<file path="src/rtl/core/lfpd_pkg.sv">
// ----------------------------------------------------------------------------
// lfpd_pkg
// Word types, control word layout, microprogram and constants shared by the
// line follower PID drive sequencer, datapath and top level.
// ----------------------------------------------------------------------------
package lfpd_pkg;

	localparam int SENSOR_W = 10;
	localparam int QUO_W    = 12;

	typedef struct packed {
		logic [SENSOR_W-1:0] sensor_far_left;
		logic [SENSOR_W-1:0] sensor_left;
		logic [SENSOR_W-1:0] sensor_center;
		logic [SENSOR_W-1:0] sensor_right;
		logic [SENSOR_W-1:0] sensor_far_right;
	} sensor_word_t;

	typedef struct packed {
		logic [7:0] left_drive;
		logic [7:0] right_drive;
		logic       line_lost;
	} drive_word_t;

	typedef struct packed {
		logic [15:0] gain_p;
		logic [15:0] gain_i;
		logic [15:0] gain_d;
		logic [7:0]  base_speed;
	} cfg_t;

	localparam logic [1:0] REG_GAIN_P     = 2'd0;
	localparam logic [1:0] REG_GAIN_I     = 2'd1;
	localparam logic [1:0] REG_GAIN_D     = 2'd2;
	localparam logic [1:0] REG_BASE_SPEED = 2'd3;

	localparam logic [15:0] GAIN_P_RST     = 16'd768;
	localparam logic [15:0] GAIN_I_RST     = 16'd0;
	localparam logic [15:0] GAIN_D_RST     = 16'd0;
	localparam logic [7:0]  BASE_SPEED_RST = 8'd75;

	localparam logic [QUO_W-1:0] POS_CENTER   = 12'd2000;
	localparam logic [9:0]       W_SCALE      = 10'd1000;
	localparam logic [7:0]       SPEED_OFFSET = 8'd30;
	localparam logic [23:0]      INTEG_MAX    = 24'h7FFFFF;
	localparam logic [23:0]      INTEG_MIN    = 24'h800000;

	localparam logic [3:0] OP_LOAD  = 4'd0;
	localparam logic [3:0] OP_WMUL  = 4'd1;
	localparam logic [3:0] OP_DIV   = 4'd2;
	localparam logic [3:0] OP_ERR   = 4'd3;
	localparam logic [3:0] OP_MUL_P = 4'd4;
	localparam logic [3:0] OP_MUL_I = 4'd5;
	localparam logic [3:0] OP_MUL_D = 4'd6;
	localparam logic [3:0] OP_ACC   = 4'd7;
	localparam logic [3:0] OP_MAG   = 4'd8;
	localparam logic [3:0] OP_EMIT  = 4'd9;
	localparam logic [3:0] OP_NOP   = 4'd10;

	localparam logic [2:0] C_NONE     = 3'd0;
	localparam logic [2:0] C_NO_IN    = 3'd1;
	localparam logic [2:0] C_LOST     = 3'd2;
	localparam logic [2:0] C_CNT_NZ   = 3'd3;
	localparam logic [2:0] C_OUT_FULL = 3'd4;

	localparam logic [3:0] ST_IDLE = 4'd0;
	localparam logic [3:0] ST_DIV  = 4'd2;
	localparam logic [3:0] ST_ERR  = 4'd3;
	localparam logic [3:0] ST_EMIT = 4'd9;

	typedef struct packed {
		logic [3:0] op;
		logic [2:0] cond;
		logic [3:0] target;
		logic       fin;
	} ctl_t;

	typedef struct packed {
		logic in_valid;
		logic lost;
		logic cnt_nz;
		logic out_full;
	} stat_t;

	function automatic ctl_t prog_rom(input logic [3:0] step);
		ctl_t w;
		case (step)
			4'd0: w = ctl_t'{OP_LOAD,  C_NO_IN,    ST_IDLE, 1'b0};
			4'd1: w = ctl_t'{OP_WMUL,  C_LOST,     ST_ERR,  1'b0};
			4'd2: w = ctl_t'{OP_DIV,   C_CNT_NZ,   ST_DIV,  1'b0};
			4'd3: w = ctl_t'{OP_ERR,   C_NONE,     ST_IDLE, 1'b0};
			4'd4: w = ctl_t'{OP_MUL_P, C_NONE,     ST_IDLE, 1'b0};
			4'd5: w = ctl_t'{OP_MUL_I, C_NONE,     ST_IDLE, 1'b0};
			4'd6: w = ctl_t'{OP_MUL_D, C_NONE,     ST_IDLE, 1'b0};
			4'd7: w = ctl_t'{OP_ACC,   C_NONE,     ST_IDLE, 1'b0};
			4'd8: w = ctl_t'{OP_MAG,   C_NONE,     ST_IDLE, 1'b0};
			4'd9: w = ctl_t'{OP_EMIT,  C_OUT_FULL, ST_EMIT, 1'b1};
			default: w = ctl_t'{OP_NOP, C_NONE,    ST_IDLE, 1'b1};
		endcase
		return w;
	endfunction

endpackage

</file>
<file path="src/rtl/core/lfpd_seq.sv">
// ----------------------------------------------------------------------------
// lfpd_seq
// Microprogram sequencer: step counter, control word table and conditional
// jumps on datapath status.
// ----------------------------------------------------------------------------
module lfpd_seq import lfpd_pkg::*; (
	input  logic  clk,
	input  logic  arst_n,
	input  stat_t stat,
	output ctl_t  ctl,
	output logic  idle
);

	logic [3:0] step_q;
	logic [3:0] step_nxt;
	logic       take;

	assign ctl  = prog_rom(step_q);
	assign idle = (step_q == ST_IDLE);

	always_comb begin
		case (ctl.cond)
			C_NONE:     take = 1'b0;
			C_NO_IN:    take = !stat.in_valid;
			C_LOST:     take = stat.lost;
			C_CNT_NZ:   take = stat.cnt_nz;
			C_OUT_FULL: take = stat.out_full;
			default:    take = 1'b0;
		endcase
	end

	always_comb begin
		if (take) begin
			step_nxt = ctl.target;
		end else if (ctl.fin) begin
			step_nxt = ST_IDLE;
		end else begin
			step_nxt = step_q + 4'd1;
		end
	end

	always_ff @(posedge clk or negedge arst_n) begin
		if (!arst_n) begin
			step_q <= ST_IDLE;
		end else begin
			step_q <= step_nxt;
		end
	end

endmodule

</file>
<file path="src/rtl/core/lfpd_dp.sv">
// ----------------------------------------------------------------------------
// lfpd_dp
// Datapath: sensor sums, restoring divider, PID state, shared multiplier
// with accumulator, drive split and the output register.
// ----------------------------------------------------------------------------
module lfpd_dp import lfpd_pkg::*; #(
	parameter int SENSOR_BITS = 10
) (
	input  logic         clk,
	input  logic         arst_n,
	input  ctl_t         ctl,
	input  cfg_t         cfg,
	input  sensor_word_t sensors,
	input  logic         sensor_valid,
	input  logic         drive_stall,
	output stat_t        stat,
	output drive_word_t  drive,
	output logic         drive_valid
);

	localparam int KEEP = (SENSOR_BITS < SENSOR_W) ? SENSOR_BITS : SENSOR_W;
	localparam logic [SENSOR_W-1:0] SMASK = SENSOR_W'((32'd1 << KEEP) - 32'd1);

	logic [SENSOR_W-1:0] s0, s1, s2, s3, s4;
	logic [12:0] total_c;
	logic [13:0] w4_c;

	logic [12:0] total_q;
	logic [13:0] w4_q;
	logic        lost_q;

	logic [23:0]      rem_q;
	logic [23:0]      dsr_q;
	logic [QUO_W-1:0] quo_q;
	logic [3:0]       cnt_q;
	logic             ge;

	logic [QUO_W-1:0]   pos;
	logic signed [12:0] err_w;
	logic signed [12:0] deriv_w;
	logic signed [24:0] isum;
	logic signed [11:0] err_q;
	logic signed [11:0] prev_q;
	logic signed [12:0] deriv_q;
	logic signed [23:0] integ_q;

	logic signed [23:0] a_op;
	logic [15:0]        b_gain;
	logic signed [16:0] b_op;
	logic signed [40:0] prod_c;
	logic signed [40:0] prod_q;
	logic signed [41:0] acc_q;
	logic [41:0]        abs_c;
	logic               neg_q;
	logic [33:0]        mag_q;

	logic [7:0] maxv;
	logic [7:0] pdm;
	logic       emit_en;
	drive_word_t drive_q;
	logic        drive_valid_q;

	assign s0 = sensors.sensor_far_left & SMASK;
	assign s1 = sensors.sensor_left & SMASK;
	assign s2 = sensors.sensor_center & SMASK;
	assign s3 = sensors.sensor_right & SMASK;
	assign s4 = sensors.sensor_far_right & SMASK;

	assign total_c = 13'(s0) + 13'(s1) + 13'(s2) + 13'(s3) + 13'(s4);
	assign w4_c = {2'b00, s0, 2'b00} + {4'b0000, s1} + {3'b000, s1, 1'b0}
		+ {3'b000, s2, 1'b0} + {4'b0000, s3};

	assign ge = (rem_q >= dsr_q);

	assign pos     = lost_q ? POS_CENTER : quo_q;
	assign err_w   = $signed({1'b0, pos}) - $signed({1'b0, POS_CENTER});
	assign deriv_w = err_w - $signed({prev_q[11], prev_q});
	assign isum    = $signed({integ_q[23], integ_q}) + $signed({{12{err_w[12]}}, err_w});

	always_comb begin
		case (ctl.op)
			OP_MUL_I: begin
				a_op   = integ_q;
				b_gain = cfg.gain_i;
			end
			OP_MUL_D: begin
				a_op   = $signed({{11{deriv_q[12]}}, deriv_q});
				b_gain = cfg.gain_d;
			end
			default: begin
				a_op   = $signed({{12{err_q[11]}}, err_q});
				b_gain = cfg.gain_p;
			end
		endcase
	end

	assign b_op   = $signed({1'b0, b_gain});
	assign prod_c = a_op * b_op;
	assign abs_c  = acc_q[41] ? 42'(-acc_q) : 42'(acc_q);

	assign maxv = {1'b0, cfg.base_speed[7:1]} + SPEED_OFFSET;
	assign pdm  = (mag_q > {26'b0, maxv}) ? maxv : mag_q[7:0];

	assign stat.in_valid = sensor_valid;
	assign stat.lost     = lost_q;
	assign stat.cnt_nz   = (cnt_q != 4'd0);
	assign stat.out_full = drive_valid_q && drive_stall;

	assign emit_en = (ctl.op == OP_EMIT) && !stat.out_full;

	always_ff @(posedge clk) begin
		case (ctl.op)
			OP_LOAD: begin
				if (sensor_valid) begin
					total_q <= total_c;
					w4_q    <= w4_c;
					lost_q  <= (total_c == 13'd0);
				end
			end
			OP_WMUL: begin
				rem_q <= 24'({10'b0, w4_q} * {14'b0, W_SCALE});
				dsr_q <= {total_q, 11'b0};
				quo_q <= '0;
				cnt_q <= 4'(QUO_W - 1);
			end
			OP_DIV: begin
				if (ge) begin
					rem_q <= rem_q - dsr_q;
				end
				quo_q <= {quo_q[QUO_W-2:0], ge};
				dsr_q <= {1'b0, dsr_q[23:1]};
				cnt_q <= cnt_q - 4'd1;
			end
			OP_ERR: begin
				err_q   <= err_w[11:0];
				deriv_q <= deriv_w;
			end
			OP_MUL_P: begin
				prod_q <= prod_c;
				acc_q  <= '0;
			end
			OP_MUL_I, OP_MUL_D: begin
				prod_q <= prod_c;
				acc_q  <= acc_q + $signed({prod_q[40], prod_q});
			end
			OP_ACC: begin
				acc_q <= acc_q + $signed({prod_q[40], prod_q});
			end
			OP_MAG: begin
				neg_q <= acc_q[41];
				mag_q <= abs_c[41:8];
			end
			default: begin
			end
		endcase
		if (emit_en) begin
			drive_q.line_lost <= lost_q;
			if (neg_q) begin
				drive_q.left_drive  <= maxv - pdm;
				drive_q.right_drive <= maxv;
			end else begin
				drive_q.left_drive  <= maxv;
				drive_q.right_drive <= maxv - pdm;
			end
		end
	end

	always_ff @(posedge clk or negedge arst_n) begin
		if (!arst_n) begin
			prev_q  <= '0;
			integ_q <= '0;
		end else if (ctl.op == OP_ERR) begin
			prev_q <= err_w[11:0];
			if (isum[24] != isum[23]) begin
				integ_q <= isum[24] ? $signed(INTEG_MIN) : $signed(INTEG_MAX);
			end else begin
				integ_q <= isum[23:0];
			end
		end
	end

	always_ff @(posedge clk or negedge arst_n) begin
		if (!arst_n) begin
			drive_valid_q <= 1'b0;
		end else if (emit_en) begin
			drive_valid_q <= 1'b1;
		end else if (!drive_stall) begin
			drive_valid_q <= 1'b0;
		end
	end

	assign drive       = drive_q;
	assign drive_valid = drive_valid_q;

endmodule

</file>
<file path="src/rtl/core/line_follow_pid_drive.sv">
// ----------------------------------------------------------------------------
// line_follow_pid_drive
// PID steering for a line follower with a differential drive.
// ----------------------------------------------------------------------------
// Each sensor word carries five line-sensor readings and yields one drive
// word with the left and right motor commands and a line-lost flag.
// A sensor word is taken when sensor_valid is high and sensor_stall is low;
// a drive word is taken when drive_valid is high and drive_stall is low.
// The block holds sensor_stall high while it works on a word: the load, the
// 12 steps of the restoring divider (skipped when the sensor sum is zero),
// the error update, the passes through the shared multiplier, the accumulate
// and the magnitude; the result is then registered and the block returns to
// idle for the next word. A waiting drive word does not block the next
// sensor word; only the final step waits while a previous drive word is
// stalled. The user must write gains and base speed through cfg_we,
// cfg_index and cfg_data only while the block is idle; the block itself
// does not enforce this. Reset loads the default gains, clears the previous
// error and the integral, and leaves no drive word pending.
// ----------------------------------------------------------------------------
module line_follow_pid_drive import lfpd_pkg::*; #(
	parameter int SENSOR_BITS = 10
) (
	input  logic         clk,
	input  logic         arst_n,
	input  logic         sensor_valid,
	output logic         sensor_stall,
	input  sensor_word_t sensors,
	output logic         drive_valid,
	input  logic         drive_stall,
	output drive_word_t  drive,
	input  logic         cfg_we,
	input  logic [1:0]   cfg_index,
	input  logic [15:0]  cfg_data
);

	cfg_t  cfg_q;
	ctl_t  ctl;
	stat_t stat;
	logic  idle;

	always_ff @(posedge clk or negedge arst_n) begin
		if (!arst_n) begin
			cfg_q.gain_p     <= GAIN_P_RST;
			cfg_q.gain_i     <= GAIN_I_RST;
			cfg_q.gain_d     <= GAIN_D_RST;
			cfg_q.base_speed <= BASE_SPEED_RST;
		end else if (cfg_we) begin
			case (cfg_index)
				REG_GAIN_P:     cfg_q.gain_p     <= cfg_data;
				REG_GAIN_I:     cfg_q.gain_i     <= cfg_data;
				REG_GAIN_D:     cfg_q.gain_d     <= cfg_data;
				REG_BASE_SPEED: cfg_q.base_speed <= cfg_data[7:0];
				default: begin
				end
			endcase
		end
	end

	lfpd_seq u_seq (
		.clk    (clk),
		.arst_n (arst_n),
		.stat   (stat),
		.ctl    (ctl),
		.idle   (idle)
	);

	lfpd_dp #(
		.SENSOR_BITS (SENSOR_BITS)
	) u_dp (
		.clk          (clk),
		.arst_n       (arst_n),
		.ctl          (ctl),
		.cfg          (cfg_q),
		.sensors      (sensors),
		.sensor_valid (sensor_valid),
		.drive_stall  (drive_stall),
		.stat         (stat),
		.drive        (drive),
		.drive_valid  (drive_valid)
	);

	assign sensor_stall = !idle;

endmodule
</file>
<file path="config.mk">
export PLATFORM = sky130hd
export DESIGN_NAME = line_follow_pid_drive
export DESIGN_NICKNAME = d
export VERILOG_FILES = /design/src/rtl/core/lfpd_pkg.sv /design/src/rtl/core/lfpd_seq.sv /design/src/rtl/core/lfpd_dp.sv /design/src/rtl/core/line_follow_pid_drive.sv
export SDC_FILE = /design/constraint.sdc
export NUM_CORES = 2
export LEC_CHECK = 0
export BUFFER_PORTS_ARGS = -buffer_cell sky130_fd_sc_hd__buf_2
export CORE_UTILIZATION = 45
export DETAILED_ROUTE_END_ITERATION = 10
export GPL_TIMING_DRIVEN = 1
export SYNTH_ARGS = -nofsm -noshare
export SYNTH_HDL_FRONTEND = slang
export SYNTH_SLANG_ARGS = --single-unit
</file>
<file path="constraint.sdc">
create_clock -name clk -period 19.1 [get_ports clk]
set_clock_uncertainty 0.2 [all_clocks]
set_input_delay 4.775 -clock clk [delete_from_list [all_inputs] [get_ports clk]]
set_output_delay 4.775 -clock clk [all_outputs]
set_load 0.03 [all_outputs]
</file>
# Word level (Yosys, flattened, before mapping)
# Memories as Yosys holds them, arrays and structs flattened.
# Cells that the tools add are included.
# totals
ff_bits,349
mem_bits_ro,176
inputBits,73
memories,1
# classes
add_sub_neg,18
multipliers,2
n_lt_le_gt_ge,2
eq_ne,19
mux,19
n_reduce_logical,20
# mem_list
name,words,width,rd,rd_ports_with_merged_regs,wr,line,source
(name not given),16,11,1,0,0,lfpd_pkg.sv:87,case (step)
# ops
op,count
24-bit one-hot mux with 2 select lines,3
42-bit one-hot mux with 2 select lines,1
24-bit 2-to-1 mux,3
42-bit by 41-bit adder with 42-bit output,1
42-bit negation,1
24-bit by 17-bit multiplier with 41-bit output,1
41-bit 2-to-1 mux,1
13-bit by 10-bit adder with 13-bit output,3
34-bit by 8-bit greater-than comparator with 1-bit output,1
16-bit one-hot mux with 2 select lines,1
14-bit by 11-bit adder with 14-bit output,2
24-bit by 13-bit adder with 25-bit output,1
24-bit greater-or-equal comparator,1
12-bit one-hot mux with 2 select lines,1
24-bit subtractor,1
"14-bit by 7-bit multiplier with 21-bit output, second input constant",1
"4-bit by 3-bit equality test with 1-bit output, second input constant",4
16-bit 2-to-1 mux,1
14-bit by 10-bit adder with 14-bit output,1
12-bit by 10-bit adder with 13-bit output,1
13-bit logical NOT,1
"12-bit by 11-bit subtractor with 13-bit output, second input constant",1
13-bit by 12-bit subtractor with 13-bit output,1
12-bit 2-to-1 mux,1
28 further kinds,46

# Logic depth before layout (Yosys ltp)
# depth
word_depth,5
depth_mapped,34
ltp_nobuf,32

# By module
# Synthesis repeated with hierarchy kept, for this count alone.
# hier_totals
hier_cells,3956
area_unflattened_um2,38202.9
# by_module_without_submodules
module,n_inst,cells_per_inst,area_each_um2,seq_area_each_um2
lfpd_dp,1,3788,35689.2,8493.1
line_follow_pid_drive,1,120,2119.5,1408.9
lfpd_seq,1,48,394.1,100.1

# Least setup slack after synthesis
# No wires, ideal clock.
# synth_path
path_kind,input-to-reg
startpoint,input sensors[30] (netlist bit)
endpoint,"register u_dp.lost_q, data pin"
setup_time_ps,207
t_arrival_ps,8857
path_slack_ps,9836
cell_stages,19
n_path_buf,0
path_cell_list,ha_1 fa_1 inv_1 fa_1 inv_1 fa_1 ha_1 inv_1 fa_1 nor2b_1 o21ai_0 a21boi_0 o21ai_0 a21boi_0 o21ai_0 a21boi_0 nor2_1 or3_1 a2111oi_0
# synth_between
elab_chain_len,5
# synth_lines
item,line,source
"start, declared",line_follow_pid_drive.sv:27,"input sensor_word_t sensors,"
10-bit by 10-bit adder with 11-bit output,lfpd_dp.sv:69,assign total_c = 13'(s0) + 13'(s1) + 13'(s2) + 13'(s3) + 13'(s4);
13-bit by 10-bit adder with 13-bit output (3 in series),lfpd_dp.sv:69,
via u_dp.total_c[9],lfpd_dp.sv:25,logic [12:0] total_c;
13-bit logical NOT,lfpd_dp.sv:117,lost_q <= (total_c == 13'd0);
"end signal, assigned",lfpd_dp.sv:117,
"end, declared",lfpd_dp.sv:30,logic lost_q;
# The timed path passes the listed nets, and every way through them passes these cells.
# A chain may end at the register's enable or synchronous reset.

# Final worst setup path
# layout_path
startpoint,register u_seq.step_q[3]
endpoint,"register u_dp.prod_q[39], data pin"
# layout_between
elab_chain_len,4
elab_cells_between_ends,6
# layout_lines
item,line,source
"start, declared",lfpd_seq.sv:14,logic [3:0] step_q;
"start signal, assigned",lfpd_seq.sv:46,step_q <= step_nxt;
memory 16 x 11 bit (*),n/a,
4-bit by 3-bit equality test with 1-bit output,lfpd_dp.sv:81,case (ctl.op)
24-bit one-hot mux with 2 select lines or 16-bit one-hot mux with 2 select lines (tied branches),lfpd_dp.sv:81,
24-bit by 17-bit multiplier with 41-bit output (*),lfpd_dp.sv:98,assign prod_c = a_op * b_op;
via u_dp.prod_c[39],lfpd_dp.sv:50,logic signed [40:0] prod_c;
"end signal, assigned",lfpd_dp.sv:139,prod_q <= prod_c;
"end signal, assigned",lfpd_dp.sv:143,prod_q <= prod_c;
"end, declared",lfpd_dp.sv:51,logic signed [40:0] prod_q;
# The timed path passes the listed nets; every way through them passes the cells marked *.

==> impl_metrics.env <==
export IMPL_path_delay_family="adder cells"
export IMPL_h_tree_depth=2
export IMPL_status="finished clean"
export IMPL_cp_arrival_ns=9.62
export IMPL_critPathKind="register to register"
export IMPL_worstReg2RegStart="u_seq.step_q[3]"
export IMPL_numCtsBuffers=41
export IMPL_cp_max_fo=55
export IMPL_finalMaxSlewViolations=0
export IMPL_cp_end_kind="register"
export IMPL_setup_viol=0
export IMPL_dr_pass1_iters=5
export IMPL_vias=27000
export IMPL_grt_start_max_net_pins=71
export IMPL_synth_edf_count=252
export IMPL_avgSynthCellArea_um2=9.62
export IMPL_fmax_ghz=0.105
export IMPL_cap_viol_max_count=0
export IMPL_critPathBufInv=7
export IMPL_synthTopCellsByArea="fa_1, edfxtp_1, ha_1"
export IMPL_finalCritPeriodShare_pct=49.9
export IMPL_port_buffers=91
export IMPL_ys_warn_count=0
export IMPL_cp_slowest_cell="fa_1"
export IMPL_ctsResizeCount=0
export IMPL_finalSetupTns_ns=0
export IMPL_cts_root_buf="clkbuf_16"
export IMPL_cts_hold_buf=0
export IMPL_yosysUniqueCellTypes=75
export IMPL_yosysTopAreaCell="fa_1"
export IMPL_vias_per_cell=5.25
export IMPL_cts_tree="built"
export IMPL_max_slew_margin_rel_pct=18.1
export IMPL_cts_sinks=348
export IMPL_coreArea_um2=83600
export IMPL_synthToLayoutAreaGrowth_pct=8.61
export IMPL_fp_dieW_um=293
export IMPL_wl_per_cell_um=17.1
export IMPL_rsz0062_at_grt="no"
export IMPL_ys_async_sr_fraction_pct=27.6
export IMPL_route_detailed_drc=0
export IMPL_endpoint="u_dp.prod_q[39]"
export IMPL_r2r_end="u_dp.prod_q[39]"
export IMPL_ys_flop_type="edfxtp_1"
export IMPL_ios=92
export IMPL_drive_above_1_share_pct=7.77
export IMPL_synthCells=3953
export IMPL_antenna_found_initial=7
export IMPL_place_gp_congestion=0.907
export IMPL_clkTransAtPathRegs_ns=0.06
export IMPL_grt_pass1_vias=28000
export IMPL_worst_path_most_repeated_cell="fa_1"
export IMPL_worstPathRequired_ns=19.19
export IMPL_fin_crit_ns=9.52
export IMPL_synth_top_area_share_pct=24.8
export IMPL_final_cell_mix="inv_1, fa_1, nand2_1"
export IMPL_track_usage_pct=21.4
export IMPL_grt_overflow_total=0
export IMPL_final_common_cell="inv_1"
export IMPL_reg2reg_depth=28
export IMPL_startpoint="u_seq.step_q[3]"
export IMPL_netlist_area_um2=38000
export IMPL_yosysSeqAreaShare_pct=26.2
export IMPL_wirelength_mm=87.5
export IMPL_hold_viol_final=0
export IMPL_path_depth=28
export IMPL_start_util_pct=45.5
export IMPL_tightest_slew_ns=1.23
export IMPL_die_area_um2=85600
export IMPL_ant_nets=0
export IMPL_die_h_um=293
export IMPL_rows=106
export IMPL_dpl_hpwl_mm=70.5
export IMPL_timing_reg2reg_setup_slack_ns=9.58
export IMPL_drtIter0Drc=1766
export IMPL_syn_num_nets=4814
export IMPL_synth_seq_cells=348
export IMPL_cts_buffer_depth=3
export IMPL_hold_class="register to register"
export IMPL_num_nets_final=4882
export IMPL_cts_repair_timing_setup_buffer_count=0
export IMPL_critPathMaxStageDelay_ns=0.95
export IMPL_start_kind="register"
export IMPL_clock_latency_ns=0.57
export IMPL_fillCellCount=7803
export IMPL_grt_pass1_wl_mm=147
## worst min-delay path by stage
stage                          startpoint         endpoint  slack, ns  depth (start not counted)
after global placement     u_dp.prev_q[5]   u_dp.prev_q[5]       0.26                          2
after detailed placement  u_dp.prev_q[10]  u_dp.prev_q[10]       0.27                          2
after floorplan            u_dp.acc_q[41]       u_dp.neg_q       0.22                          0
after CTS                 u_dp.prev_q[10]  u_dp.prev_q[10]       0.28                          2
after global routing       u_dp.prev_q[5]   u_dp.prev_q[5]       0.32                          2
final                     u_dp.prev_q[10]  u_dp.prev_q[10]       0.28                          2
## through the flow
stage,area [µm²],cells,hold slack (ns),setup WS (ns),util [%]
5_1_grt,41300,5132,0.319,8.90,49.4
3_3_place_gp,39900,5058,0.262,9.38,47.8
4_1_cts,41300,5132,0.279,9.50,49.4
2_1_floorplan,38000,3953,0.224,9.84,-
3_5_place_dp,39900,5058,0.267,9.29,47.8
6_report,41300,5134,0.279,9.58,49.4
## cells by family (layout without fill, tap and decap cells)
kind of cell	after synthesis	count (layout)	synth area share, %
AOI/OAI and AO/OA	687	687	11.3
xor gates and xnor gates	207	207	4.77
adders and majority gates	808	808	35.7
buffers and inverters	822	921	8.12
DFF	348	348	26.2
muxes	68	68	1.98
other	0	2	0
and+or+nand+nor	1013	1013	11.8
## layout make-up
cell class	count	area, µm²	share of cell area (%)
Timing Repair Buffer	143	848	2.05
Multi-Input combinational cell	2783	25100	60.8
Sequential cell	348	9980	24.2
Clock buffer	51	1120	2.72
Antenna cell	2	5.00	0.0121
Inverter	704	2640	6.40
Clock inverter	23	253	0.612
Tap cell	1080	1350	3.27
## flip-flops by register name, indices dropped and copies added, names as in the netlist, 12 cells and up
signal	flops
u_dp.dsr_q	24
u_dp.drive	17
u_dp.total_q	13
u_dp.quo_q	12
u_dp.w4_q	14
u_dp.prev_q	12
u_dp.err_q	12
cfg_q	55
u_dp.deriv_q	13
u_dp.acc_q	42
u_dp.integ_q	24
u_dp.prod_q	41
u_dp.mag_q	34
u_dp.rem_q	24
## Yosys cell counts (all sizes together), types with 5 or more instances
| cell | count |
|---|---|
| o22a | 7 |
| o31ai | 17 |
| mux2i | 10 |
| xnor2 | 144 |
| nand3 | 35 |
| mux2 | 58 |
| a211oi | 9 |
| and3 | 19 |
| ha | 318 |
| nand2b | 40 |
| o221ai | 6 |
| nand4 | 15 |
| a31oi | 23 |
| nor4 | 11 |
| o221a | 5 |
| nor2 | 350 |
| inv | 702 |
| dfstp | 5 |
| maj3 | 20 |
| o21bai | 30 |
| dfrtp | 91 |
| o21ai | 189 |
| clkbuf | 114 |
| nor3 | 39 |
| a21o | 76 |
| xor2 | 63 |
| a21oi | 172 |
| o22ai | 51 |
| nand3b | 5 |
| nor2b | 34 |
| or2 | 5 |
| nand2 | 382 |
| a21boi | 14 |
| and2 | 37 |
| fa | 470 |
| or3 | 22 |
| o2111ai | 5 |
| o41ai | 8 |
| edfxtp | 252 |
| a311o | 5 |
| nor3b | 6 |
| o21a | 25 |
| o211ai | 10 |
## worst min-delay path, stage by stage, from the launching register on
cell and delay, ns:
dfrtp_1 0.34, nand2_1 0.05, o31ai_1 0.06
## layer usage
layer,GRT usage [%],share of wire [%]
met3,3.58,6.2
met4,4.06,1.8
met5,0,0.080
met2,35.6,46
met1,29.4,46
Power is left out: the tool's default activity adds up to more than one toggle a clock period on the data nets, which glitch-free logic cannot reach.
